$ cat config.mk
export PLATFORM = sky130hd
export DESIGN_NAME = rth_decide
export DESIGN_NICKNAME = d
export VERILOG_FILES = /design/src/rtl/rth_pkg.sv /design/src/rtl/rth_decide.sv
export SDC_FILE = /design/constraint.sdc
export NUM_CORES = 1
export LEC_CHECK = 0
export BUFFER_PORTS_ARGS = -buffer_cell sky130_fd_sc_hd__buf_2
export CAP_MARGIN = 20
export CORE_MARGIN = 3
export CORE_UTILIZATION = 33
export CTS_CLUSTER_SIZE = 40
export DETAILED_ROUTE_END_ITERATION = 7
export GPL_TIMING_DRIVEN = 1
export RECOVER_POWER = 100
export SETUP_SLACK_MARGIN = 0.1
export SLEW_MARGIN = 20
export SYNTH_ARGS = -nofsm -noshare
export SYNTH_HDL_FRONTEND = slang
export SYNTH_SLANG_ARGS = --single-unit
$ cat constraint.sdc
create_clock -name i_clk -period 9.4 [get_ports i_clk]
set_clock_uncertainty 0.1 [all_clocks]
set_input_delay 0.47 -clock i_clk [delete_from_list [all_inputs] [get_ports i_clk]]
set_output_delay 0.47 -clock i_clk [all_outputs]
set_load 0.01 [all_outputs]
$ cat src/rtl/rth_pkg.sv
// Shared widths, types and constant multipliers of the ray/triangle hit test unit.
`default_nettype none

package rth_pkg;

    localparam int COORD_W     = 32;
    localparam int EDGE_W      = COORD_W + 1;
    localparam int H_W         = 58;
    localparam int H_LO_W      = 29;
    localparam int Q_W         = 2 * EDGE_W;
    localparam int Q_LO_W      = EDGE_W;
    localparam int ACC_W       = 104;
    localparam int DIR_X_SHIFT = 24;

    localparam int AH_W = EDGE_W + H_W - H_LO_W;
    localparam int AL_W = EDGE_W + H_LO_W + 1;
    localparam int TH_W = EDGE_W + Q_W - Q_LO_W;
    localparam int TL_W = EDGE_W + Q_LO_W + 1;

    localparam int IDX_X = 0;
    localparam int IDX_Y = 1;
    localparam int IDX_Z = 2;

    typedef logic signed [COORD_W-1:0] t_coord;
    typedef logic signed [EDGE_W-1:0]  t_edge;
    typedef logic signed [H_W-1:0]     t_hval;
    typedef logic signed [Q_W-1:0]     t_qval;
    typedef logic signed [ACC_W-1:0]   t_acc;

    typedef struct packed {
        t_acc a;
        t_acc u;
        t_acc v;
        t_acc t0;
        t_acc t1;
        t_acc t2;
    } t_sums;

    // Multiplies by the y component of the ray direction, 2852.
    function automatic t_acc mul_dir_y(input t_acc x);
        return (x <<< 11) + (x <<< 9) + (x <<< 8) + (x <<< 5) + (x <<< 2);
    endfunction

    // Multiplies by the z component of the ray direction, 5201.
    function automatic t_acc mul_dir_z(input t_acc x);
        return (x <<< 12) + (x <<< 10) + (x <<< 6) + (x <<< 4) + x;
    endfunction

endpackage

`default_nettype wire

$ cat src/rtl/rth_decide.sv
// Final two pipeline stages: sign-aware range checks that produce the hit flag.
`default_nettype none

module rth_decide (
    input  logic          i_clk,
    input  logic          i_rst_n,
    input  logic          i_valid,
    output logic          o_ready,
    input  rth_pkg::t_sums i_sums,
    output logic          o_valid,
    input  logic          i_ready,
    output logic          o_hit
);

    localparam int MSB = rth_pkg::ACC_W - 1;

    logic w_en6;
    logic w_en7;
    logic r_v6;
    logic r_v7;

    rth_pkg::t_acc r6_a;
    rth_pkg::t_acc r6_uv;
    rth_pkg::t_acc r6_t;
    logic          r6_u_neg;
    logic          r6_u_zero;
    logic          r6_v_neg;
    logic          r6_v_zero;
    logic          r7_hit;

    rth_pkg::t_acc n7_d;
    logic          n7_a_pos;
    logic          n7_a_neg;
    logic          n7_t_pos;
    logic          n7_t_neg;
    logic          n7_d_neg;
    logic          n7_d_zero;
    logic          n7_hit;

    assign w_en7   = !r_v7 || i_ready;
    assign w_en6   = !r_v6 || w_en7;
    assign o_ready = w_en6;
    assign o_valid = r_v7;
    assign o_hit   = r7_hit;

    always_ff @(posedge i_clk) begin
        if (!i_rst_n) begin
            r_v6 <= 1'b0;
            r_v7 <= 1'b0;
        end else begin
            if (w_en6) begin
                r_v6 <= i_valid;
            end
            if (w_en7) begin
                r_v7 <= r_v6;
            end
        end
    end

    always_ff @(posedge i_clk) begin
        if (w_en6) begin
            r6_a      <= i_sums.a;
            r6_uv     <= i_sums.u + i_sums.v;
            r6_t      <= i_sums.t0 + i_sums.t1 + i_sums.t2;
            r6_u_neg  <= i_sums.u[MSB];
            r6_u_zero <= (i_sums.u == '0);
            r6_v_neg  <= i_sums.v[MSB];
            r6_v_zero <= (i_sums.v == '0);
        end
    end

    // For a negative determinant every comparison flips direction.
    always_comb begin
        n7_d      = r6_a - r6_uv;
        n7_d_neg  = n7_d[MSB];
        n7_d_zero = (r6_a == r6_uv);
        n7_a_neg  = r6_a[MSB];
        n7_a_pos  = !r6_a[MSB] && (r6_a != '0);
        n7_t_neg  = r6_t[MSB];
        n7_t_pos  = !r6_t[MSB] && (r6_t != '0);
        n7_hit    = (n7_a_pos && !r6_u_neg && !r6_v_neg && !n7_d_neg && n7_t_pos) ||
                    (n7_a_neg && (r6_u_neg || r6_u_zero) && (r6_v_neg || r6_v_zero) &&
                     (n7_d_neg || n7_d_zero) && n7_t_neg);
    end

    always_ff @(posedge i_clk) begin
        if (w_en7) begin
            r7_hit <= n7_hit;
        end
    end

endmodule

`default_nettype wire

# Yosys cells after proc, flatten, opt, wreduce, memory -nomap -nowiden
# Cells that the tools add are included.
# classes
add_sub_neg	4
eq_ne	1
reduce_logical	27
# op_table
operator	n
$add 104x104->104	3
$logic_not 104->1	2
$reduce_bool 104->1	2
$eq 104x104->1	1
$sub 104x104->104	1
$logic_and 1x1->1	10
$logic_not 1->1	7
$logic_or 1x1->1	6
# word_totals
ff_bits	319
elab_cells	42

# Longest topological paths before layout
# logic_depth
word_depth	7
ltp_mapped	17
mapped_depth_nobuf	17

# Worst setup path before layout
# Ideal clock, no wire load.
# synth_path
kind	input port to flip-flop
from	in i_ready
to	reg r6_a[0], enable pin
arrival_ps	5869
slack_ps	1048
path_stages	2
cell_sequence	nor2b_1 > nand2_1
# synth_between
elab_chain_len	2
# synth_lines
element	line_no	text
start, declared	rth_decide.sv:11	input logic i_ready,
$logic_or 1x1->1	rth_decide.sv:40	assign w_en7 = !r_v7 || i_ready;
$logic_or 1x1->1	rth_decide.sv:41	assign w_en6 = !r_v6 || w_en7;
via o_ready	rth_decide.sv:8	output logic o_ready,
end signal, assigned	rth_decide.sv:62	r6_a <= i_sums.a;
end, declared	rth_decide.sv:22	rth_pkg::t_acc r6_a;
# The timed path passes the listed nets, and every way through them passes these cells.
# A chain may end at the register's enable or synchronous reset.

# Final worst setup path
# layout_path
from	in i_sums[1] in the netlist's numbering
to	reg r6_t[102] (data pin)
# layout_between
elab_chain_len	1
# layout_lines
element	line_no	text
start, declared	rth_decide.sv:9	input rth_pkg::t_sums i_sums,
$add 104x104->104	rth_decide.sv:64	r6_t <= i_sums.t0 + i_sums.t1 + i_sums.t2;
end signal, assigned	rth_decide.sv:64	
end, declared	rth_decide.sv:24	rth_pkg::t_acc r6_t;
# No other way between the ends.

==> out/qor.yml <==
ant_nets: 0
critPathMaxStageDelay_ns: 0.70
fin_crit_sh_pct: 56.5
fin_hold_ws_ns: 0.0408
hold_path_depth: 1
crit_start: "i_sums[1]"
grt_pass1_vias: 25493
hold_start: "i_sums[536]"
synthFlopType: "edfxtp_1"
p_leak_nw: 15.3
rsz0062_at_grt: "no"
min_path_type: "in2reg"
coreArea_um2: 84000
fp.dieW_um: 298
die-area_um2: 88600
slew_headroom_pct: -184
vias_per_cell: 5.43
synthDistinctLibCells: 84
layout_commonest_cell: "buf_2"
grt_usage_pct: 23.4
fin_util_pct: 41.1
worst_r2r_endpoint: "r6_t[93]"
p_per_area_nw_per_um2: 175
setup_viol: 0
end_kind: "flop"
synthesis.nets: 3926
fmax_mhz: 188
finalMaxSlewViolations: 156
clk_latency_ns: 0.56
post-cts-setup-buffers: 0
routedWlPerCell_um: 22.7
postLayoutSetupSlackWorst_ns: 4.08
synth_area_um2: 28100
drt_iter0_markers: 1926
crit_fanout: 4
num-nets-final: 4599
antenna_found_initial: 27
grt_first_pass_wirelength_um: 158000
die_y_um: 298
cts.sinks: 319
yosys.area.top_type: "edfxtp_1"
setup_tns_ns: 0
violations: "capacitance limit, slew limit"
grt_overflow_total: 0
critical_path_arrival_ns: 5.54
worstPathCellList: "clkbuf_1, fa_1, ha_1, a211oi_1, o21a_1, o21ba_1, o21ai_0, a311oi_1, or3b_1, a2111o_1, a2111oi_0, o21ai_0, mux2i_1, a2111oi_0"
synthCells: 2885
yosys-top-cells-area: "edfxtp_1, ha_1, fa_1"
syn_area_per_cell_um2: 9.73
synthArstFlopShare_pct: 0
place_ws_ns: 4.37
root_buffer: "clkbuf_16"
min_period_ns: 5.32
synth_edf_count: 317
ys_ff_latch: 319
min_to: "r6_a[16]"
clk_pin_slew_ns: 0.06
syn_to_final_growth_pct: 22.8
drc: 0
ys_seq_area_share_pct: 34.0
grt_start_max_net_pins: 166
tightest_slew_ns: 4.26
finalHoldViolCount: 0
vias: 25710
r2r_setup_slack_ns: 4.41
cap_violations: 2
cp_slowest_cell: "o21ai_0"
dp_hpwl_um: 91600
start_util_pct: 33.5
irDropWorstVdd_v: 0.000138
placementRows: 106
wirelength_um: 108000
gp_congestion: 0.978
io_buffers: 630
reg2reg_from: "o_valid"
required_ns: 9.62
cts_tree: "done"
first_pass_iters: 5
ys_warn_count: 0
clockBufferDepth: 3
startpoint_type: "input pin"
netlist.area_leader.share_pct: 33.9
final_cell_mix: "buf_2, edfxtp_1, ha_1"
outcome: "finished, violations left"
drive_above_1_share_pct: 18.5
r2r_cells: 4
h-tree-depth: 2
pin_count: 631
criticalPathCategory: "in2reg"
numCtsBuffers: 40
==> worst max-delay path by stage <==
stage / endpoint / depth (start not counted) / slack [ns]
after floorplan: r6_a[0] / 2 / 1.05
after global placement: r6_t[102] / 14 / 4.51
after detailed placement: r6_t[99] / 16 / 4.37
after CTS: r6_t[99] / 16 / 4.95
after global routing: r6_t[102] / 14 / 3.88
final: r6_t[102] / 14 / 4.08
==> report_power, final <==
part	switching (W)	internal, W	total [W]
Combinational	0.00138	0.000938	0.00232
Clock	0.000618	0.000942	0.00156
Sequential	0.000126	0.00202	0.00215
Total	0.00212	0.00390	0.00603
==> layout make-up <==
type                            count  area, µm²
Fill cell                        8371      49500
Clock inverter                     20        253
Tap cell                         1134       1420
Clock buffer                       51       1060
Multi-Input combinational cell   2283      17400
Inverter                          185        694
Sequential cell                   319       9560
Timing Repair Buffer              729       4080
Antenna cell                       11       27.5
==> logic make-up (layout without fill, tap and decap cells) <==
kind of cell | count (synthesis) | count (layout) | synth area share, %
simple gates | 793 | 793 | 14.6
xor+xnor | 203 | 203 | 6.33
mux | 1 | 1 | 0.0356
buf+inv | 283 | 985 | 3.94
compound gates | 873 | 873 | 19.8
fa+ha+maj | 413 | 413 | 21.2
flops | 319 | 319 | 34.0
other cells | 0 | 11 | 0
==> routing by layer <==
layer	wire length, µm	up-vias	GRT usage, %
li1	-	12263	-
met1	46500	12222	30.8
met2	49200	1045	38.6
met3	9170	164	6.04
met4	2620	16	5.31
met5	105	-	0
==> per-stage QoR <==
| stage | instance area [µm²] | std cells | power, W |
|---|---|---|---|
| after floorplan | 28100 | 2885 | 0.00365 |
| after global placement | 32300 | 4555 | 0.00444 |
| after detailed placement | 32300 | 4555 | 0.00444 |
| after CTS | 34600 | 4720 | 0.00606 |
| after global routing | 34500 | 4724 | 0.00640 |
| final | 34500 | 4732 | 0.00603 |
==> critical path, delay by kind of cell <==
| kind | cells | cell delay, ns |
|---|---|---|
| AOI/OAI and AO/OA | 9 | 3.27 |
| adders and majority gates | 2 | 0.92 |
| and+or+nand+nor | 1 | 0.48 |
| muxes | 1 | 0.22 |
| buffers and inverters | 1 | 0.14 |
==> sequential cells by signal, indices dropped and copies added, names as in the netlist <==
| name | flops |
|---|---|
| r6_a | 104 |
| r6_t | 104 |
| r6_uv | 104 |
| o_hit | 1 |
| o_valid | 1 |
| r6_u_neg | 1 |
| r6_u_zero | 1 |
| r6_v_neg | 1 |
| r6_v_zero | 1 |
| r_v6 | 1 |
==> repair_timing <==
action                                 in CTS  in global routing
hold buffers                               94                  1
resized for setup                           0                  0
endpoints found under the hold margin      94                  1
==> Yosys cell counts, types with 5 or more instances <==
cell type  number
fa_1          105
o21bai_1       59
a2111oi_0       8
nor2_1        137
edfxtp_1      317
a211o_1         8
inv_1         185
o21ai_1        14
nand2_1       200
a21o_1        176
or3_1          11
o2111ai_1       6
and2_1          9
xor2_1         81
or4_1           9
or2_2           8
nor3_1         33
o21a_1         26
and4_1          7
nor3b_1         6
and3_1         16
a221oi_1        9
buf_2          14
nand4_1       127
nand3_1        43
a41oi_1         5
nand2b_1       21
o21ai_0       139
nor4_1        125
nor2b_1        26
o31ai_1        11
o41ai_1         7
o221ai_1        5
a31oi_1        15
ha_1          308
clkbuf_1       77
a21oi_1       305
o211ai_1       10
a211oi_1       17
a21boi_0        7
xnor2_1       122
Note: power is estimated with default switching activity, not from simulation.
